==> config.mk <==
export PLATFORM = sky130hd
export DESIGN_NAME = searchable_fifo_queue_flat
export DESIGN_NICKNAME = d
export VERILOG_FILES = /design/src/rtl/sfq_pkg.sv /design/src/rtl/sfq_if.sv /design/src/rtl/sfq_ram.sv /design/src/rtl/sfq_front.sv /design/src/rtl/sfq_back.sv /design/src/rtl/searchable_fifo_queue.sv /design/src/flat_wrapper.sv
export SDC_FILE = /design/constraint.sdc
export NUM_CORES = 1
export LEC_CHECK = 0
export BUFFER_PORTS_ARGS = -buffer_cell sky130_fd_sc_hd__buf_2
export CORE_UTILIZATION = 35
export DETAILED_ROUTE_END_ITERATION = 7
export SYNTH_ARGS = -nofsm -noshare
export SYNTH_HDL_FRONTEND = slang
export SYNTH_SLANG_ARGS = --single-unit
==> constraint.sdc <==
create_clock -name clk -period 7.89 [get_ports clk]
set_input_delay 1.578 -clock clk [delete_from_list [all_inputs] [get_ports clk]]
set_output_delay 1.578 -clock clk [all_outputs]
set_load 0.01 [all_outputs]
==> src/rtl/sfq_pkg.sv <==
`timescale 1ns / 1ps
// ----------------------------------------------------------------------------
// sfq_pkg: shared types and codes of the searchable FIFO queue
// Field widths, request and result codes, and the command word that travels
// from the front end to the execution back end.
// ----------------------------------------------------------------------------
package sfq_pkg;

	localparam int ACT_W       = 2;
	localparam int VAL_W       = 32;
	localparam int ST_W        = 3;
	localparam int POS_W       = 4;
	localparam int CNT_W       = 5;
	localparam int MAX_RESULTS = 16;
	localparam int NRES_W      = $clog2(MAX_RESULTS + 1);

	// Request actions.
	localparam logic [ACT_W-1:0] ACT_ENQ  = 2'd0;
	localparam logic [ACT_W-1:0] ACT_DEQ  = 2'd1;
	localparam logic [ACT_W-1:0] ACT_SRCH = 2'd2;

	// Result status codes.
	localparam logic [ST_W-1:0] ST_OK       = 3'd0;
	localparam logic [ST_W-1:0] ST_FULL     = 3'd1;
	localparam logic [ST_W-1:0] ST_EMPTY    = 3'd2;
	localparam logic [ST_W-1:0] ST_NOTFOUND = 3'd3;
	localparam logic [ST_W-1:0] ST_MATCH    = 3'd4;

	typedef struct packed {
		logic [ACT_W-1:0]        op;
		logic signed [VAL_W-1:0] value;
	} cmd_t;

endpackage

==> src/rtl/sfq_if.sv <==
`timescale 1ns / 1ps
// ----------------------------------------------------------------------------
// sfq_if: request and result channels of the searchable FIFO queue
// Valid/ready channels; a transfer happens on a clock edge with both high.
// ----------------------------------------------------------------------------
interface sfq_in_if;
	logic                                valid;
	logic                                ready;
	logic [sfq_pkg::ACT_W-1:0]           action;
	logic signed [sfq_pkg::VAL_W-1:0]    value;

	modport source (output valid, action, value, input ready);
	modport sink (input valid, action, value, output ready);
endinterface

interface sfq_out_if;
	logic                                valid;
	logic                                ready;
	logic [sfq_pkg::ST_W-1:0]            status;
	logic signed [sfq_pkg::VAL_W-1:0]    data;
	logic [sfq_pkg::POS_W-1:0]           position;
	logic                                last;
	logic [sfq_pkg::CNT_W-1:0]           count;
	logic signed [sfq_pkg::VAL_W-1:0]    front_value;
	logic signed [sfq_pkg::VAL_W-1:0]    back_value;

	modport source (output valid, status, data, position, last, count, front_value,
		back_value, input ready);
	modport sink (input valid, status, data, position, last, count, front_value,
		back_value, output ready);
endinterface

==> src/rtl/sfq_ram.sv <==
`timescale 1ns / 1ps
// ----------------------------------------------------------------------------
// sfq_ram: generic single-write, single-read RAM
// One write port and one read port with a registered, enabled read.
// ----------------------------------------------------------------------------
module sfq_ram #(
	parameter int WIDTH = 32,
	parameter int DEPTH = 16
) (
	input  logic                     clk,
	input  logic                     we,
	input  logic [$clog2(DEPTH)-1:0] waddr,
	input  logic [WIDTH-1:0]         wdata,
	input  logic                     re,
	input  logic [$clog2(DEPTH)-1:0] raddr,
	output logic [WIDTH-1:0]         rdata
);

	logic [WIDTH-1:0] mem_q [DEPTH];

	always_ff @(posedge clk) begin
		if (we) begin
			mem_q[waddr] <= wdata;
		end
		if (re) begin
			rdata <= mem_q[raddr];
		end
	end

endmodule

==> src/rtl/sfq_front.sv <==
`timescale 1ns / 1ps
// ----------------------------------------------------------------------------
// sfq_front: request intake and command queue
// Classifies each request, drops undefined actions, and buffers commands in
// a two-entry queue so intake and execution stall independently.
// ----------------------------------------------------------------------------
module sfq_front (
	input  logic           clk,
	input  logic           arst_n,
	sfq_in_if.sink         cmd,
	output logic           q_valid,
	output sfq_pkg::cmd_t  q_data,
	input  logic           q_pop
);

	localparam int QDEPTH = 2;
	localparam int QCW    = $clog2(QDEPTH + 1);

	sfq_pkg::cmd_t    slot_q [QDEPTH];
	logic             wr_q;
	logic             rd_q;
	logic [QCW-1:0]   cnt_q;
	logic             is_op;
	logic             push;

	always_comb begin
		case (cmd.action)
			sfq_pkg::ACT_ENQ,
			sfq_pkg::ACT_DEQ,
			sfq_pkg::ACT_SRCH: is_op = 1'b1;
			default:           is_op = 1'b0;
		endcase
	end

	assign cmd.ready = (cnt_q != QCW'(QDEPTH));
	assign push      = cmd.valid && cmd.ready && is_op;
	assign q_valid   = (cnt_q != '0);
	assign q_data    = slot_q[rd_q];

	always_ff @(posedge clk) begin
		if (push) begin
			slot_q[wr_q] <= '{op: cmd.action, value: cmd.value};
		end
	end

	always_ff @(posedge clk or negedge arst_n) begin
		if (!arst_n) begin
			wr_q  <= 1'b0;
			rd_q  <= 1'b0;
			cnt_q <= '0;
		end else begin
			if (push) begin
				wr_q <= ~wr_q;
			end
			if (q_pop) begin
				rd_q <= ~rd_q;
			end
			case ({push, q_pop})
				2'b10:   cnt_q <= cnt_q + 1'b1;
				2'b01:   cnt_q <= cnt_q - 1'b1;
				default: cnt_q <= cnt_q;
			endcase
		end
	end

endmodule

==> src/rtl/sfq_back.sv <==
`timescale 1ns / 1ps
// ----------------------------------------------------------------------------
// sfq_back: command execution and result register
// Keeps the ring buffer, its head, tail and fill count, and walks the held
// entries one per cycle for a search unless a match meets a stalled result.
// ----------------------------------------------------------------------------
module sfq_back #(
	parameter int DEPTH = 16
) (
	input  logic           clk,
	input  logic           arst_n,
	input  logic           cmd_valid,
	input  sfq_pkg::cmd_t  cmd,
	output logic           cmd_pop,
	sfq_out_if.source      rsp
);

	localparam int AW = $clog2(DEPTH);
	localparam int CW = $clog2(DEPTH + 1);
	localparam logic [AW-1:0] LAST_IDX = AW'(DEPTH - 1);
	localparam logic [CW-1:0] FULL_CNT = CW'(DEPTH);
	localparam logic [sfq_pkg::NRES_W-1:0] LAST_RES =
		sfq_pkg::NRES_W'(sfq_pkg::MAX_RESULTS - 1);

	localparam logic [1:0] S_IDLE = 2'd0;
	localparam logic [1:0] S_DEQ  = 2'd1;
	localparam logic [1:0] S_SCAN = 2'd2;
	localparam logic [1:0] S_FIN  = 2'd3;

	function automatic logic [AW-1:0] ring_next(input logic [AW-1:0] i);
		ring_next = (i == LAST_IDX) ? '0 : i + 1'b1;
	endfunction

	logic [1:0]                        state_q, state_d;
	logic [AW-1:0]                     head_q, head_d;
	logic [AW-1:0]                     tail_q, tail_d;
	logic [CW-1:0]                     fill_q, fill_d;
	logic signed [sfq_pkg::VAL_W-1:0]  front_q, front_d;
	logic signed [sfq_pkg::VAL_W-1:0]  back_q, back_d;
	logic signed [sfq_pkg::VAL_W-1:0]  key_q, key_d;
	logic [AW-1:0]                     scan_addr_q, scan_addr_d;
	logic [CW-1:0]                     iss_q, iss_d;
	logic                              cmp_v_s1, cmp_v_d;
	logic [AW-1:0]                     pos_s1, pos_d;
	logic                              pend_q, pend_d;
	logic [AW-1:0]                     pend_pos_q, pend_pos_d;
	logic [sfq_pkg::NRES_W-1:0]        nres_q, nres_d;

	logic                              we;
	logic [AW-1:0]                     waddr;
	logic [sfq_pkg::VAL_W-1:0]         wdata;
	logic                              re;
	logic [AW-1:0]                     raddr;
	logic [sfq_pkg::VAL_W-1:0]         rdata;

	logic                              out_free;
	logic                              issuing;
	logic                              hit;
	logic                              emit;
	logic [sfq_pkg::ST_W-1:0]          e_status;
	logic signed [sfq_pkg::VAL_W-1:0]  e_data;
	logic [sfq_pkg::POS_W-1:0]         e_pos;
	logic                              e_last;
	logic [CW-1:0]                     e_fill;
	logic signed [sfq_pkg::VAL_W-1:0]  e_front;
	logic signed [sfq_pkg::VAL_W-1:0]  e_back;

	logic                              out_valid_q;
	logic [sfq_pkg::ST_W-1:0]          out_status_q;
	logic signed [sfq_pkg::VAL_W-1:0]  out_data_q;
	logic [sfq_pkg::POS_W-1:0]         out_pos_q;
	logic                              out_last_q;
	logic [sfq_pkg::CNT_W-1:0]         out_count_q;
	logic signed [sfq_pkg::VAL_W-1:0]  out_front_q;
	logic signed [sfq_pkg::VAL_W-1:0]  out_back_q;

	sfq_ram #(
		.WIDTH (sfq_pkg::VAL_W),
		.DEPTH (DEPTH)
	) u_ram (
		.clk   (clk),
		.we    (we),
		.waddr (waddr),
		.wdata (wdata),
		.re    (re),
		.raddr (raddr),
		.rdata (rdata)
	);

	assign out_free = !out_valid_q || rsp.ready;
	assign issuing  = (iss_q < fill_q);
	assign hit      = cmp_v_s1 && (rdata == key_q);

	always_comb begin
		state_d     = state_q;
		head_d      = head_q;
		tail_d      = tail_q;
		fill_d      = fill_q;
		front_d     = front_q;
		back_d      = back_q;
		key_d       = key_q;
		scan_addr_d = scan_addr_q;
		iss_d       = iss_q;
		cmp_v_d     = cmp_v_s1;
		pos_d       = pos_s1;
		pend_d      = pend_q;
		pend_pos_d  = pend_pos_q;
		nres_d      = nres_q;
		cmd_pop     = 1'b0;
		we          = 1'b0;
		waddr       = tail_q;
		wdata       = cmd.value;
		re          = 1'b0;
		raddr       = scan_addr_q;
		emit        = 1'b0;
		e_status    = sfq_pkg::ST_OK;
		e_data      = '0;
		e_pos       = '0;
		e_last      = 1'b1;
		e_fill      = fill_q;
		e_front     = front_q;
		e_back      = back_q;

		case (state_q)
			S_IDLE: begin
				if (cmd_valid) begin
					case (cmd.op)
						sfq_pkg::ACT_ENQ: begin
							if (out_free) begin
								cmd_pop = 1'b1;
								emit    = 1'b1;
								if (fill_q == FULL_CNT) begin
									e_status = sfq_pkg::ST_FULL;
								end else begin
									we     = 1'b1;
									tail_d = ring_next(tail_q);
									fill_d = fill_q + 1'b1;
									back_d = cmd.value;
									if (fill_q == '0) begin
										front_d = cmd.value;
									end
									e_fill  = fill_d;
									e_front = front_d;
									e_back  = back_d;
								end
							end
						end
						sfq_pkg::ACT_DEQ: begin
							if (fill_q == '0) begin
								if (out_free) begin
									cmd_pop  = 1'b1;
									emit     = 1'b1;
									e_status = sfq_pkg::ST_EMPTY;
								end
							end else begin
								// Fetch the entry that becomes the new front.
								cmd_pop = 1'b1;
								re      = 1'b1;
								raddr   = ring_next(head_q);
								state_d = S_DEQ;
							end
						end
						sfq_pkg::ACT_SRCH: begin
							if (fill_q == '0) begin
								if (out_free) begin
									cmd_pop  = 1'b1;
									emit     = 1'b1;
									e_status = sfq_pkg::ST_NOTFOUND;
								end
							end else begin
								cmd_pop     = 1'b1;
								key_d       = cmd.value;
								scan_addr_d = head_q;
								iss_d       = '0;
								cmp_v_d     = 1'b0;
								pend_d      = 1'b0;
								nres_d      = '0;
								state_d     = S_SCAN;
							end
						end
						default: cmd_pop = 1'b1;
					endcase
				end
			end
			S_DEQ: begin
				if (out_free) begin
					emit    = 1'b1;
					e_data  = front_q;
					head_d  = ring_next(head_q);
					fill_d  = fill_q - 1'b1;
					front_d = rdata;
					e_fill  = fill_d;
					e_front = rdata;
					state_d = S_IDLE;
				end
			end
			S_SCAN: begin
				// A match waits for the next or the end so the final one can carry last.
				if (!(hit && pend_q && !out_free)) begin
					re      = issuing;
					cmp_v_d = issuing;
					if (issuing) begin
						scan_addr_d = ring_next(scan_addr_q);
						iss_d       = iss_q + 1'b1;
						pos_d       = iss_q[AW-1:0];
					end
					if (hit) begin
						if (pend_q) begin
							emit     = 1'b1;
							e_status = sfq_pkg::ST_MATCH;
							e_data   = key_q;
							e_pos    = sfq_pkg::POS_W'(pend_pos_q);
							e_last   = 1'b0;
						end
						pend_d     = 1'b1;
						pend_pos_d = pos_s1;
						nres_d     = nres_q + 1'b1;
						if (nres_q == LAST_RES) begin
							cmp_v_d = 1'b0;
							state_d = S_FIN;
						end
					end else if (!issuing && !cmp_v_s1) begin
						state_d = S_FIN;
					end
				end
			end
			S_FIN: begin
				if (out_free) begin
					emit    = 1'b1;
					state_d = S_IDLE;
					if (pend_q) begin
						e_status = sfq_pkg::ST_MATCH;
						e_data   = key_q;
						e_pos    = sfq_pkg::POS_W'(pend_pos_q);
					end else begin
						e_status = sfq_pkg::ST_NOTFOUND;
					end
				end
			end
			default: state_d = S_IDLE;
		endcase
	end

	always_ff @(posedge clk) begin
		front_q     <= front_d;
		back_q      <= back_d;
		key_q       <= key_d;
		scan_addr_q <= scan_addr_d;
		pos_s1      <= pos_d;
		pend_pos_q  <= pend_pos_d;
		if (emit) begin
			out_status_q <= e_status;
			out_data_q   <= e_data;
			out_pos_q    <= e_pos;
			out_last_q   <= e_last;
			out_count_q  <= sfq_pkg::CNT_W'(e_fill);
			out_front_q  <= (e_fill == '0) ? '0 : e_front;
			out_back_q   <= (e_fill == '0) ? '0 : e_back;
		end
	end

	always_ff @(posedge clk or negedge arst_n) begin
		if (!arst_n) begin
			state_q     <= S_IDLE;
			head_q      <= '0;
			tail_q      <= '0;
			fill_q      <= '0;
			iss_q       <= '0;
			cmp_v_s1    <= 1'b0;
			pend_q      <= 1'b0;
			nres_q      <= '0;
			out_valid_q <= 1'b0;
		end else begin
			state_q  <= state_d;
			head_q   <= head_d;
			tail_q   <= tail_d;
			fill_q   <= fill_d;
			iss_q    <= iss_d;
			cmp_v_s1 <= cmp_v_d;
			pend_q   <= pend_d;
			nres_q   <= nres_d;
			if (emit) begin
				out_valid_q <= 1'b1;
			end else if (rsp.ready) begin
				out_valid_q <= 1'b0;
			end
		end
	end

	assign rsp.valid       = out_valid_q;
	assign rsp.status      = out_status_q;
	assign rsp.data        = out_data_q;
	assign rsp.position    = out_pos_q;
	assign rsp.last        = out_last_q;
	assign rsp.count       = out_count_q;
	assign rsp.front_value = out_front_q;
	assign rsp.back_value  = out_back_q;

endmodule

==> src/rtl/searchable_fifo_queue.sv <==
`timescale 1ns / 1ps
// ----------------------------------------------------------------------------
// searchable_fifo_queue: bounded FIFO of signed values with key search
// Enqueue, dequeue and search requests; a search returns the matching
// positions from the head, at most sixteen, the last one flagged.
// ----------------------------------------------------------------------------
//  channel | dir | handshake   | payload
//  cmd     | in  | valid/ready | action, value
//  rsp     | out | valid/ready | status, data, position, last, count,
//          |     |             | front_value, back_value
//
// Enqueue and refused requests finish in the execution unit's idle state; a
// dequeue first reads the RAM for the new front. A search ends early at the
// sixteenth match; the single RAM read port reads one held entry per cycle
// unless a stalled result holds a match.
// Reset clears pointers, fill count and both queues; stored values need no clear.
// A stalled result holds the execution unit; the two-entry command queue keeps
// taking requests until it fills.
module searchable_fifo_queue #(
	parameter int DEPTH = 16
) (
	input  logic       clk,
	input  logic       arst_n,
	sfq_in_if.sink     cmd,
	sfq_out_if.source  rsp
);

	logic           q_valid;
	sfq_pkg::cmd_t  q_data;
	logic           q_pop;

	sfq_front u_front (
		.clk     (clk),
		.arst_n  (arst_n),
		.cmd     (cmd),
		.q_valid (q_valid),
		.q_data  (q_data),
		.q_pop   (q_pop)
	);

	sfq_back #(
		.DEPTH (DEPTH)
	) u_back (
		.clk       (clk),
		.arst_n    (arst_n),
		.cmd_valid (q_valid),
		.cmd       (q_data),
		.cmd_pop   (q_pop),
		.rsp       (rsp)
	);

endmodule

==> src/flat_wrapper.sv <==
// flat-port wrapper written by rule: the top's interface ports become plain ports
module searchable_fifo_queue_flat 
#(
	parameter int DEPTH = 16
)
  (clk, arst_n, cmd_valid, cmd_action, cmd_value, cmd_ready, rsp_valid, rsp_status, rsp_data, rsp_position, rsp_last, rsp_count, rsp_front_value, rsp_back_value, rsp_ready);
  sfq_in_if cmd_i ();
  sfq_out_if rsp_i ();
  input  logic clk;
  input  logic arst_n;
  input wire logic [$bits(cmd_i.valid)-1:0] cmd_valid;
  input wire logic [$bits(cmd_i.action)-1:0] cmd_action;
  input wire logic [$bits(cmd_i.value)-1:0] cmd_value;
  output wire logic [$bits(cmd_i.ready)-1:0] cmd_ready;
  output wire logic [$bits(rsp_i.valid)-1:0] rsp_valid;
  output wire logic [$bits(rsp_i.status)-1:0] rsp_status;
  output wire logic [$bits(rsp_i.data)-1:0] rsp_data;
  output wire logic [$bits(rsp_i.position)-1:0] rsp_position;
  output wire logic [$bits(rsp_i.last)-1:0] rsp_last;
  output wire logic [$bits(rsp_i.count)-1:0] rsp_count;
  output wire logic [$bits(rsp_i.front_value)-1:0] rsp_front_value;
  output wire logic [$bits(rsp_i.back_value)-1:0] rsp_back_value;
  input wire logic [$bits(rsp_i.ready)-1:0] rsp_ready;
  assign cmd_i.valid = cmd_valid;
  assign cmd_i.action = cmd_action;
  assign cmd_i.value = cmd_value;
  assign cmd_ready = cmd_i.ready;
  assign rsp_valid = rsp_i.valid;
  assign rsp_status = rsp_i.status;
  assign rsp_data = rsp_i.data;
  assign rsp_position = rsp_i.position;
  assign rsp_last = rsp_i.last;
  assign rsp_count = rsp_i.count;
  assign rsp_front_value = rsp_i.front_value;
  assign rsp_back_value = rsp_i.back_value;
  assign rsp_i.ready = rsp_ready;
  searchable_fifo_queue #(.DEPTH(DEPTH)) u_core (.clk(clk), .arst_n(arst_n), .cmd(cmd_i), .rsp(rsp_i));
endmodule
# Yosys cells after proc, flatten, opt, wreduce, memory -nomap -nowiden
# Memories as Yosys holds them, arrays and structs flattened. A register that Yosys moved wholly into a read port is not among the register bits.
# Cells that the tools add are included.
[op_classes] addsub=9 order_cmp=1 n_eq_ne=28 n_mux=116 bitwise_logic=7 n_reduce_logical=33
[op_table] cell="two-way mux 32 bit" n=16
[op_table] cell="one-hot mux 32 bit (3 select lines)" n=1
[op_table] cell="two-way mux 4 bit" n=16
[op_table] cell="one-hot mux 32 bit (2 select lines)" n=1
[op_table] cell="two-way mux 5 bit" n=12
[op_table] cell="two-way mux 1 bit" n=36
[op_table] cell="== test 32 bit" n=1
[op_table] cell="one-hot mux 5 bit (2 select lines)" n=3
[op_table] cell="two-way mux 2 bit" n=13
[op_table] cell="one-hot mux 4 bit (2 select lines)" n=2
[op_table] cell="adder 5 x 1 -> 5 bit (second input constant)" n=3
[op_table] cell="two-way mux 3 bit" n=5
[op_table] cell="adder 4 x 1 -> 4 bit (second input constant)" n=3
[op_table] cell="== test 4 bit (second input constant)" n=3
[op_table] cell="!= test 3 bit (second input constant)" n=4
[op_table] cell="one-hot mux 2 bit (3 select lines)" n=2
[op_table] cell="AND reduction 6 bit" n=2
[op_table] cell="== test 2 bit (second input constant)" n=5
[op_table] cell="zero test 5 bit" n=2
[op_table] cell="!= test 2 bit (second input constant)" n=5
[op_table] cell="one-hot mux 1 bit (2 select lines)" n=5
[op_table] cell="AND reduction 5 bit" n=2
[op_table] cell="one-hot mux 3 bit (3 select lines)" n=1
[op_table] cell="== test 2 x 1 -> 1 bit (second input constant)" n=4
[op_table] cell="22 further kinds" n=47
[totals] register_bits=249 ramBits=580 inputBits=38 output_inout_bits=111 elab_cells=221 mem_count=2
[memory_table] memory="u_core.u_back.u_ram.mem_q" depth=16 word_bits=32 read_ports=1 rd_ports_with_merged_regs=1 wr=1 line_no="sfq_ram.sv:19" rtl="logic [WIDTH-1:0] mem_q [DEPTH];"
[memory_table] memory="u_core.u_front.slot_q" depth=2 word_bits=34 read_ports=1 rd_ports_with_merged_regs=0 wr=1 line_no="sfq_front.sv:19" rtl="sfq_pkg::cmd_t slot_q [QDEPTH];"

# Logic depth before layout (Yosys ltp)
# Gate-level depths: netlist (run 1).
[logic_depth] word_depth=9 mapped_depth=14 ltp_nobuf=11

# Hierarchy
# From an unflattened synthesis (run 1), not the netlist that was laid out.
[unflattened] hier_cells=1813 area_unflattened_um2=33220.6
[by_module_without_submodules] module="sfq_ram" n_inst=1 cells_per_inst=838 area_per_inst_um2=20155.6 seq_area_each_um2=16335.7
[by_module_without_submodules] module="sfq_back" n_inst=1 cells_per_inst=851 area_per_inst_um2=10259.8 seq_area_each_um2=6576.3
[by_module_without_submodules] module="sfq_front" n_inst=1 cells_per_inst=124 area_per_inst_um2=2805.2 seq_area_each_um2=2142.1

# Worst setup path before layout (run 1)
# No wires, ideal clock.
[synth_path] path_kind="register to register" from="register u_core.u_back.key_q[22] (netlist bit)" to="register u_core.u_back.out_back_q, in the netlist u_core.u_back.rsp.back_value[0] (enable)" setup_time_ns=0.579 t_arrival_ns=6.538 required_ns=7.311 slack_ns=0.774 path_stages_with_launch=7 n_path_buf=0 period_less_slack_ns=7.116 cell_sequence="edfxtp_1 -> xnor2_1 -> nand4_1 -> or4_1 -> nor3_1 -> a31oi_1 -> nor2_1"
[synth_between] elab_chain_cells=6 elab_cells_between_ends=7 cone_classes="eq/ne: 1; mux: 3; reduce/logical: 3"
[synth_rtl] item="start: declaration" line_no="sfq_back.sv:40" rtl="logic signed [sfq_pkg::VAL_W-1:0] key_q, key_d;"
[synth_rtl] item="start signal: assignment" line_no="sfq_back.sv:247" rtl="key_q <= key_d;"
[synth_rtl] item="== test 32 bit (*)" line_no="sfq_back.sv:92" rtl="assign hit = cmp_v_s1 && (rdata == key_q);"
[synth_rtl] item="logical AND 1 bit (*)" line_no="sfq_back.sv:92"
[synth_rtl] item="logical AND 1 bit (2 in series)" line_no="sfq_back.sv:199" rtl="if (!(hit && pend_q && !out_free)) begin"
[synth_rtl] item="two-way mux 1 bit (*)" line_no="sfq_back.sv:199"
[synth_rtl] item="one-hot mux 1 bit (3 select lines) (*)" line_no="sfq_back.sv:124" rtl="case (state_q)"
[synth_rtl] item="via u_core.u_back.emit" line_no="sfq_back.sv:59" rtl="logic emit;"
[synth_rtl] item="end signal: assignment" line_no="sfq_back.sv:258" rtl="out_back_q <= (e_fill == '0) ? '0 : e_back;"
[synth_rtl] item="end: declaration" line_no="sfq_back.sv:75" rtl="logic signed [sfq_pkg::VAL_W-1:0] out_back_q;"
# Mark *: on every way through the listed nets, which the timed path passes. The rest lies on a longest branch.
# A chain may end at the register's enable or synchronous reset.

# Worst setup path in the final report (run 1)
[layout_path] from="register u_core.u_front.rd_q" to="register u_core.u_back.u_ram.rdata[26], read port of u_core.u_back.u_ram.mem_q, data pin"
[layout_between] elab_chain_cells=5 elab_cells_between_ends=8 cone_classes="eq/ne: 1; mux: 6; memory: 1"
[layout_rtl] item="start: declaration" line_no="sfq_front.sv:21" rtl="logic rd_q;"
[layout_rtl] item="start signal: assignment" line_no="sfq_front.sv:56" rtl="rd_q <= ~rd_q;"
[layout_rtl] item="memory read (2 x 34 bit) (*)"
[layout_rtl] item="== test 2 x 1 -> 1 bit (*)" line_no="sfq_back.sv:127" rtl="case (cmd.op)"
[layout_rtl] item="two-way mux 1 bit or two-way mux 4 bit (tied branches)" line_no="sfq_back.sv:127"
[layout_rtl] item="two-way mux 1 bit or two-way mux 4 bit (tied branches)" line_no="sfq_back.sv:126" rtl="if (cmd_valid) begin"
[layout_rtl] item="one-hot mux 1 bit (2 select lines) or two-way mux 4 bit (tied branches)" line_no="sfq_back.sv:124"
[layout_rtl] item="end: declaration" line_no="sfq_ram.sv:16" rtl="output logic [WIDTH-1:0] rdata"
# Mark *: on every way between the ends. The rest lies on a longest branch, timed or not.

==> results.py, run 1 <==
metrics = {
    "setup_path": {
        "ff2ff_setup_slack_ns": 3.19,
        "path_common_cell": "buf_4",
        "worst-path-buf-inv": 2,
        "end_kind": "flop",
        "path_delay_family": "simple AND/OR/NAND/NOR gates",
        "path_max_fanout": 65,
        "critPathLaunchType": "flop",
        "r2r-start": "u_core.u_front.rd_q$_DFFE_PN0P_",
        "cp.arrival_ns": 5.08,
        "required_ns": 8.27,
        "critPathKind": "reg2reg",
        "critical-path-slowest-cell": "nand2_1",
        "crit_path_start": "u_core.u_front.rd_q$_DFFE_PN0P_",
        "crit_path_max_incr_delay_ns": 0.94,
        "worstPathCellList": "buf_4 -> mux2i_1 -> ha_1 -> nand4_4 -> mux2_4 -> nand2_1 -> buf_4 -> o22ai_1 -> or3_1",
    },
    "floorplan": {
        "initial_core_util_pct": 35.5,
        "die_w_um": 313,
        "die_area_um2": 98200,
        "core_area_um2": 95600,
        "rows": 113,
        "die_h_um": 313,
        "ioPinCount": 149,
    },
    "placement": {
        "io_buffers": 148,
        "place_inst": 3666,
        "place_hpwl_um": 52900,
        "gp_congestion": 0.862,
    },
    "sta": {
        "fin_setup_tns_ns": 0,
        "min_period_over_period_pct": 59.6,
        "max_slew_margin_pct": 23.3,
        "setup_viol": 0,
        "max_freq_ghz": 0.213,
        "tightest_slew_ns": 1.15,
        "rsz0062_at_grt": "false",
        "hold_viol_final": 0,
        "fin_crit_ns": 4.70,
        "drv_slew": 0,
        "fin_skew_ns": 0.0297,
    },
    "power": {
        "leakagePower_nw": 14.0,
        "worst_ir_drop_vdd_mv": 0.327,
        "p_sw_share_pct": 36.1,
        "p_sw_mw": 5.97,
        "powerDensity_nw_per_um2": 423,
        "pwr-share-clk_pct": 24.6,
        "total_power_mw": 16.5,
        "seqPwrFrac_pct": 42.6,
        "p_int_mw": 10.6,
        "p_comb_share_pct": 32.8,
    },
    "hold_path": {
        "hold_start": "u_core.u_back.pos_s1[1]$_DFFE_PP_",
        "holdCritPathClass": "reg2reg",
    },
    "drt": {
        "remaining_drc_errors": 0,
        "drt_iter0_markers": 2212,
        "firstDrtPassIters": 6,
        "vias": 20625,
        "postRouteAntennaNets": 0,
        "post_drt_wl_per_cell_um": 23.8,
        "vias_per_cell": 5.39,
        "routed_wl_um": 90900,
    },
    "synthesis": {
        "yosys_warnings": 0,
        "syn-cell-area_um2": 33900,
        "synth_async_sr_flop_share_pct": 3.72,
        "synth-edff-count": 765,
        "netlist_instances": 2336,
        "synthDistinctLibCells": 56,
        "ys_seq_elements": 861,
        "syn_nets": 2395,
        "ys.flop_type": "edfxtp_1",
        "avgSynthCellArea_um2": 14.5,
        "yosysSeqAreaShare_pct": 73.8,
    },
    "cts": {
        "clock_latency_ns": 0.65,
        "ctsHoldBuffers": 0,
        "clockBufferDepth": 3,
        "cts_tree": "yes",
        "cts_resized": 0,
        "numCtsBuffers": 88,
        "cts_sinks": 861,
        "postCtsSetupBuffers": 0,
        "clk_pin_slew_ns": 0.06,
        "cts_root_buffer": "clkbuf_16",
        "cts_max_level": 3,
    },
    "layout": {
        "final_cells": 3829,
        "drive_gt1_share_pct": 14.6,
        "nFillCells": 8730,
        "regArea_um2": 25100,
        "area_delta_synth_final_pct": 15.0,
        "antenna_cells": 0,
        "fin_nets": 2550,
        "multi_input_area_um2": 8250,
    },
    "grt": {
        "groute.usage.overall_pct": 18.1,
        "grt_max_degree": 129,
        "grt_pass1_wl_um": 132000,
        "grt_overflow_total": 0,
        "antenna_found_initial": 6,
        "grt_pass1_vias": 19961,
    },
    "run_status": {
        "status": "finished clean",
    },
    "job": {
        "maxCapViolations": 0,
    },
}
synth_stat cells (all sizes together) (52+ instances only):
cell	count	area share, %
clkbuf	71	0.79
o22ai	65	1.2
buf	59	0.82
nor2	109	1.2
nand2	294	3.3
edfxtp	765	68
inv	54	0.60
a21oi	168	2.5
dfxtp	64	3.8
mux2i	159	4.7
or3	60	1.1
a211oi	52	1.2
metrics by stage:
stage	setup slack (ns)	cell area, um^2	hold WS (ns)	util (%)
floorplan	0.774	33900	0.400	-
global placement	3.01	36200	0.404	37.9
detailed placement	2.88	36200	0.407	37.9
CTS	3.16	39000	0.422	40.8
global route	2.97	39000	0.436	40.8
finish	3.19	39000	0.420	40.8
registers in the layout (all words and copies together), names as in the netlist, 32 cells and up:
register	count
u_core.u_back.u_ram.mem_q	512
u_core.u_front.slot_q	68
u_core.u_back.back_q	32
u_core.u_back.front_q	32
u_core.u_back.key_q	32
u_core.u_back.rsp.back_value	32
u_core.u_back.rsp.data	32
u_core.u_back.rsp.front_value	32
u_core.u_back.u_ram.rdata	32
placed cells by master, fill, tap and decap left out, types with 6 or more instances in the layout:
| cell | count |
|---|---|
| dfxtp_1 | 64 |
| nand3_1 | 15 |
| nand4_1 | 12 |
| clkinv_1 | 16 |
| o21a_1 | 7 |
| xnor2_1 | 30 |
| o22a_1 | 26 |
| nand2_1 | 294 |
| clkinv_2 | 16 |
| o22ai_1 | 65 |
| nor3_1 | 7 |
| clkbuf_8 | 7 |
| and2_2 | 12 |
| nor2_1 | 104 |
| or3_1 | 60 |
| clkbuf_16 | 90 |
| mux2_2 | 15 |
| a211oi_1 | 52 |
| edfxtp_1 | 765 |
| mux2i_1 | 158 |
| or4_1 | 37 |
| buf_2 | 148 |
| inv_1 | 54 |
| buf_4 | 46 |
| a2111oi_0 | 26 |
| clkbuf_1 | 19 |
| xor2_1 | 13 |
| ha_1 | 21 |
| o21ai_0 | 50 |
| dfrtp_1 | 30 |
| a21o_1 | 6 |
| a222oi_1 | 6 |
| and2_1 | 6 |
| a22o_1 | 34 |
| a21oi_1 | 167 |
routing by layer:
metal	track usage, %	vias to the layer above	part of all wire, %
met3	3.53	146	8.3
met5	0	-	0
met4	4.52	0	2.1
met1	25.1	10380	42
li1	-	9209	-
met2	29.2	890	47
power groups by stage:
stage	combinational [mW]	clock, mW	sequential (mW)
detailed placement	5.40	0	7.12
finish	5.43	4.06	7.03
floorplan	3.37	0	7.02
global placement	5.24	0	7.08
CTS	5.42	4.13	7.03
global route	5.87	4.31	7.09
final timing paths:
path,endpoint,depth (start not counted)
max,u_core.u_back.u_ram.rdata[26]$_DFFE_PP_,9
min,u_core.u_back.pend_pos_q[1]$_DFFE_PP_,0
max reg2reg,u_core.u_back.u_ram.rdata[26]$_DFFE_PP_,9
min reg2reg,u_core.u_back.pend_pos_q[1]$_DFFE_PP_,0
max in group asynchronous,u_core.u_back.state_q[0]$_DFFE_PN0P_,1
min in group asynchronous,u_core.u_front.cnt_q[0]$_DFFE_PN0P_,1
kinds of logic (layout without fill, tap and decap cells):
family	Yosys count	after routing	share of synthesized area, %
flip-flops	861	861	73.8
AND/OR/NAND/NOR	584	584	7.98
AO/OA/AOI/OAI	467	467	8.88
buffers and inverters	185	413	2.22
multiplexers	175	175	5.22
XOR/XNOR	43	43	1.11
adder cells (fa/ha/maj)	21	21	0.774
cell type report:
type                            count  area share [%]
Clock inverter                     47            1.06
Sequential cell                   861            64.2
Timing Repair Buffer              195            2.83
Tap cell                         1265            4.05
Multi-Input combinational cell   1290            21.1
Inverter                           55           0.529
Clock buffer                      116            6.20
Note: power is estimated with default switching activity, not from simulation.
==> inputs of run 2 (changes only) <==
clock period = 4.4 ns   (was 7.89 ns; I/O delays follow)
==> run 2 against run 1 <==
  * Total power rose by 82%
  * Register-to-register slack worse by 2.8 ns
  * Sequential share of layout area down 0.83 points
  * Critical path type unchanged
  * Clock power increased by 86%
==> results.py, run 2 (synthesis gave the netlist of run 1 again) <==
metrics = {
    "layout": {
        "antenna_cells": 0,
        "multi_input_area_um2": 8250,
        "fin_nets": 2578,
        "regMostFlops": "u_core.u_back.u_ram.mem_q",
        "final_cells": 3852,
        "final_area_um2": 39500,
        "largest_register_ff_count": 512,
        "area_delta_synth_final_pct": 16.5,
        "top_regs": "u_core.u_back.u_ram.mem_q (512), u_core.u_front.slot_q (68)",
        "nFillCells": 8705,
        "final_cell_mix": "edfxtp_1, nand2_1, a21oi_1, mux2i_1, buf_2",
        "drive_gt1_share_pct": 15.7,
        "layout_commonest_cell": "edfxtp_1",
        "regArea_um2": 25100,
    },
    "sta": {
        "rsz0062_at_grt": "false",
        "min_period_over_period_pct": 91.7,
        "fin_skew_ns": 0.0359,
        "fin_crit_ns": 4.04,
        "fin_setup_tns_ns": 0,
        "setup_viol": 0,
        "hold_viol_final": 0,
        "drv_slew": 0,
        "tightest_slew_ns": 1.09,
        "fin_ws_ns": 0.364,
        "max_freq_ghz": 0.248,
        "max_slew_margin_pct": 27.5,
    },
    "grt": {
        "antenna_found_initial": 6,
        "grt_pass1_vias": 20061,
        "grt_pass1_wl_um": 131000,
        "grt_overflow_total": 0,
        "groute.usage.overall_pct": 17.8,
        "grt_max_degree": 69,
    },
    "cts": {
        "clockBufferDepth": 3,
        "cts_tree": "yes",
        "clock_latency_ns": 0.64,
        "cts_max_level": 3,
        "postCtsSetupBuffers": 0,
        "cts_resized": 0,
        "cts_sinks": 861,
        "ctsHoldBuffers": 0,
        "cts_root_buffer": "clkbuf_16",
        "clk_pin_slew_ns": 0.07,
        "numCtsBuffers": 86,
    },
    "power": {
        "p_comb_share_pct": 33.0,
        "pwr-share-clk_pct": 25.1,
        "leakagePower_nw": 14.2,
        "p_sw_mw": 10.7,
        "powerDensity_nw_per_um2": 760,
        "seqPwrFrac_pct": 41.8,
        "worst_ir_drop_vdd_mv": 0.580,
        "p_sw_share_pct": 35.6,
        "p_int_mw": 19.4,
    },
    "floorplan": {
        "die_area_um2": 98200,
        "initial_core_util_pct": 35.5,
        "rows": 113,
        "die_w_um": 313,
        "core_area_um2": 95600,
        "ioPinCount": 149,
        "die_h_um": 313,
    },
    "placement": {
        "place_inst": 3696,
        "place_hpwl_um": 56400,
        "place_ws_ns": 0.414,
        "placed_cell_area_um2": 36600,
        "gp_congestion": 0.871,
        "io_buffers": 148,
    },
    "setup_path": {
        "critPathLaunchType": "flop",
        "path_max_fanout": 61,
        "end_kind": "flop",
        "cp.arrival_ns": 4.39,
        "critPathKind": "reg2reg",
        "required_ns": 4.75,
    },
    "hold_path": {
        "holdCritPathClass": "in2async",
    },
    "drt": {
        "firstDrtPassIters": 5,
        "post_drt_wl_per_cell_um": 23.1,
        "drt_iter0_markers": 2320,
        "vias": 20685,
        "routed_wl_um": 89100,
        "vias_per_cell": 5.37,
        "remaining_drc_errors": 0,
        "postRouteAntennaNets": 0,
    },
    "run_status": {
        "status": "finished clean",
    },
    "job": {
        "maxCapViolations": 0,
    },
}
-- run 2: through the flow --
stage	hold slack [ns]	power, mW	util [%]
final	0.353	30.1	41.4
after global routing	0.406	31.4	41.4
after CTS	0.354	30.2	41.4
after detailed placement	0.406	22.6	38.3
after global placement	0.404	22.3	38.3
after floorplan	0.400	18.6	-
-- run 2: final cells by class --
cell class	instances	share of cell area, %
clock buffer	103	5.79
sequential	861	63.4
inverter	55	0.522
clock inverter	53	1.59
multi-input combinational	1290	20.9
timing repair buffer	225	3.87
tap	1265	4.00
-- run 2: worst paths after layout --
kind / start / to / slack [ns] / cells after the start
setup / recovery: u_core.u_back.fill_q[1]$_DFF_PN0_ / u_core.u_back.u_ram.rdata[4]$_DFFE_PP_ / 0.36 / 10
hold / removal: arst_n / u_core.u_back.fill_q[1]$_DFF_PN0_ / 0.35 / 1
setup reg to reg: u_core.u_back.fill_q[1]$_DFF_PN0_ / u_core.u_back.u_ram.rdata[4]$_DFFE_PP_ / 0.36 / 10
hold reg to reg: u_core.u_back.pos_s1[0]$_DFFE_PP_ / u_core.u_back.pend_pos_q[0]$_DFFE_PP_ / 0.42 / 0
max in group asynchronous: arst_n / u_core.u_front.rd_q$_DFFE_PN0P_ / 3.46 / 1
min in group clk: u_core.u_back.pos_s1[0]$_DFFE_PP_ / u_core.u_back.pend_pos_q[0]$_DFFE_PP_ / 0.42 / 0
-- run 2: power by group through the flow --
stage               clock network (mW)  registers, mW  logic [mW]
floorplan                            0           12.5        6.05
detailed placement                   0           12.7        9.86
global route                      7.99           12.7        10.7
global placement                     0           12.7        9.61
CTS                               7.69           12.6        9.90
finish                            7.56           12.6        9.92
-- run 2: routing by layer --
layer / global-route usage [%] / vias up / share of wire, %
met5: 0 / - / 0
met3: 2.99 / 121 / 7.4
li1: - / 9255 / -
met2: 28.6 / 854 / 47
met1: 25.3 / 10455 / 44
met4: 4.21 / 0 / 1.8
-- run 2: worst max-delay path: stages, from the launching register on --
cell and delay, ns:
dfrtp_1 0.42, inv_1 0.20, ha_1 0.23, or4b_1 0.61, nand4_4 0.33, mux2_4 0.36, buf_4 0.31, nand2_1 0.15
a21oi_1 0.07, or4_1 0.61, or3_1 0.39
==> inputs of run 3 (changes only) <==
SYNTH_HIERARCHICAL = 1   (was default)
==> run 3 against run 2 <==
  * Clock-buffer cell count increased by 2
  * Worst hold slack got worse by 0.035 ns
  * Largest cell class unchanged
  * Critical path type unchanged
  * Fmax increased by 0.34%
  * Combinational power decreased by 5.9%
  * Flip-flop and latch count unchanged
  * Synthesized cell count decreased by 22%
  * Final cell count decreased by 13%
  * Register-to-register slack about the same
  * Critical path depth increased by 1
  * Sequential share of layout area increased by 0.93 points
  * Die area decreased by 2.1%
  * Clock skew decreased by 0.0081 ns
==> results.py, run 3 <==
metrics = {
    "placement": {
        "placed_cell_area_um2": 36100,
        "place_hpwl_um": 50900,
        "place_inst": 3191,
        "io_buffers": 148,
        "gp_congestion": 0.867,
    },
    "synthesis": {
        "ys.flop_type": "edfxtp_1",
        "synth_fa_ha_area_share_pct": 0.678,
        "yosys-mux-area-fraction_pct": 10.4,
        "ys_top_cells_by_area": "edfxtp_1, mux4_2, dfxtp_1, dfrtp_1, nand2_1",
        "yosys.area_share.xor_xnor_pct": 1.03,
        "yosysSeqAreaShare_pct": 75.4,
        "synth_compound_gate_area_share_pct": 5.46,
        "synth_async_sr_flop_share_pct": 3.72,
        "syn-cell-area_um2": 33200,
        "post_synth_and_or_nand_nor_area_fraction_pct": 5.14,
        "yosysMostFrequentCell": "edfxtp_1",
        "synthDistinctLibCells": 65,
        "yosys.area.top_type_share_pct": 69.1,
        "syn_nets": 1869,
        "yosysTopAreaCell": "edfxtp_1",
        "netlist_instances": 1813,
        "synth-edff-count": 765,
        "ys_seq_elements": 861,
        "synth_top_family_by_area": "multiplexers",
        "avgSynthCellArea_um2": 18.3,
        "synth_commonest_cells": "edfxtp_1, nand2_1, mux4_2",
        "yosys_warnings": 6,
    },
    "sta": {
        "hold_viol_final": 0,
        "setup_viol": 0,
        "rsz0062_at_grt": "false",
        "drv_slew": 0,
        "fin_crit_ns": 4.02,
        "fin_skew_ns": 0.0278,
        "max_slew_margin_pct": 36.5,
        "min_period_over_period_pct": 91.4,
        "fin_setup_tns_ns": 0,
        "max_freq_ghz": 0.249,
        "tightest_slew_ns": 0.940,
    },
    "hold_path": {
        "holdCritPathClass": "in2async",
    },
    "layout": {
        "largest_register_ff_count": 512,
        "utilization_pct": 41.6,
        "final_cells": 3357,
        "layout_commonest_cell": "edfxtp_1",
        "regMostFlops": "u_core/u_back/u_ram/mem_q",
        "drive_gt1_share_pct": 26.3,
        "fin_nets": 2083,
        "top_regs": "u_core/u_back/u_ram/mem_q (512), u_core/u_front/slot_q (68)",
        "final_area_um2": 39000,
        "area_delta_synth_final_pct": 17.3,
        "final_cell_mix": "edfxtp_1, nand2_1, buf_2, mux4_2, clkbuf_16",
    },
    "grt": {
        "antenna_found_initial": 2,
        "grt_overflow_total": 0,
        "grt_max_degree": 110,
        "grt_pass1_vias": 18106,
        "groute.usage.overall_pct": 16.6,
        "grt_pass1_wl_um": 118000,
    },
    "power": {
        "leakagePower_nw": 13.3,
        "powerDensity_nw_per_um2": 744,
        "worst_ir_drop_vdd_mv": 0.409,
    },
    "setup_path": {
        "critPathLaunchType": "flop",
        "path_max_fanout": 40,
        "cp.arrival_ns": 4.39,
        "required_ns": 4.77,
        "critPathKind": "reg2reg",
        "end_kind": "flop",
    },
    "run_status": {
        "status": "finished clean",
    },
    "floorplan": {
        "core_area_um2": 93600,
        "ioPinCount": 149,
        "rows": 112,
        "die_h_um": 310,
        "die_w_um": 310,
        "initial_core_util_pct": 35.5,
        "die_area_um2": 96200,
    },
    "drt": {
        "vias_per_cell": 5.24,
        "drt_iter0_markers": 1577,
        "routed_wl_um": 79800,
        "vias": 17579,
        "remaining_drc_errors": 0,
        "postRouteAntennaNets": 0,
        "firstDrtPassIters": 5,
        "post_drt_wl_per_cell_um": 23.8,
    },
    "cts": {
        "clock_latency_ns": 0.65,
        "clk_pin_slew_ns": 0.06,
        "cts_root_buffer": "clkbuf_16",
        "ctsHoldBuffers": 0,
        "postCtsSetupBuffers": 0,
        "cts_tree": "yes",
        "cts_resized": 0,
        "cts_max_level": 3,
        "numCtsBuffers": 88,
        "clockBufferDepth": 3,
        "cts_sinks": 861,
    },
    "job": {
        "maxCapViolations": 0,
    },
}
==> run 3: cell count changes after synthesis, moves of 29 or more <==
cell	change
a22oi_1	+62
mux4_2	+128
o21ai_0	-38
nor2_1	-39
mux2i_1	-153
nand2_1	-127
or4_1	-35
o41a_1	+32
or3_1	-60
mux2_4	+29
a211oi_1	-51
o22ai_1	-56
a21oi_1	-151
buf_2	-31
==> run 3: kinds of logic (layout without fill, tap and decap cells) <==
kind of cell / Yosys count / count (layout)
buf+inv: 134 / 421
fa+ha+maj: 18 / 18
xor+xnor: 39 / 39
simple gates: 367 / 367
compound gates: 223 / 223
flops: 861 / 861
other cells: 0 / 3
mux: 171 / 171
==> run 3: through the flow <==
stage | power, mW | hold slack [ns] | worst slack, ns
CTS | 29.3 | 0.312 | 0.393
floorplan | 18.2 | 0.400 | -0.493
global route | 30.4 | 0.368 | 0.192
detailed placement | 21.8 | 0.405 | 0.390
finish | 29.0 | 0.318 | 0.378
global placement | 21.5 | 0.411 | 0.512
==> run 3: layout make-up <==
class	count	area [um^2]
Antenna cell	3	7.51
Clock buffer	105	2360
Clock inverter	58	551
Fill cell	8317	54600
Inverter	42	158
Multi-Input combinational cell	818	7760
Sequential cell	861	25100
Tap cell	1254	1570
Timing Repair Buffer	216	1510
==> run 3: worst max-delay path: stages, from the launching register on <==
cell and delay [ns]:
dfrtp_2 0.39, mux2_2 0.37, inv_1 0.09, ha_1 0.31, or4b_4 0.76, clkinv_1 0.38
o21ai_1 0.12, a221o_1 0.33, buf_4 0.26, nor4_4 0.17, buf_4 0.43, nor3_1 0.11
==> run 3: final timing paths <==
path / slack (ns) / depth (start not counted) / startpoint / to
worst max-delay path: 0.38 / 11 / u_core/u_front/rd_q$_DFFE_PN0P_ / u_core/u_back/rsp.front_value[17]$_SDFFCE_PN0P_
worst min-delay path: 0.32 / 1 / arst_n / u_core/u_front/wr_q$_DFFE_PN0P_
worst max register to register: 0.38 / 11 / u_core/u_front/rd_q$_DFFE_PN0P_ / u_core/u_back/rsp.front_value[17]$_SDFFCE_PN0P_
worst min register to register: 0.42 / 0 / u_core/u_back/pos_s1[1]$_DFFE_PP_ / u_core/u_back/pend_pos_q[1]$_DFFE_PP_
max in group asynchronous: 3.50 / 1 / arst_n / u_core/u_front/rd_q$_DFFE_PN0P_
min in group clk: 0.42 / 0 / u_core/u_back/pos_s1[1]$_DFFE_PP_ / u_core/u_back/pend_pos_q[1]$_DFFE_PP_
==> run 3: metal layers <==
metal	up-vias	track usage [%]	part of all wire [%]
met1	9233	22.4	43
li1	7683	-	-
met3	128	2.73	5.5
met2	533	27.4	49
met4	2	5.27	2.6
met5	-	0	0.013
==> run 3: power by group <==
part | internal (mW) | switching (mW) | total, mW
combinational | 3.50 | 5.83 | 9.33
sequential | 11.4 | 0.809 | 12.2
clock | 4.33 | 3.13 | 7.46
total | 19.2 | 9.77 | 29.0
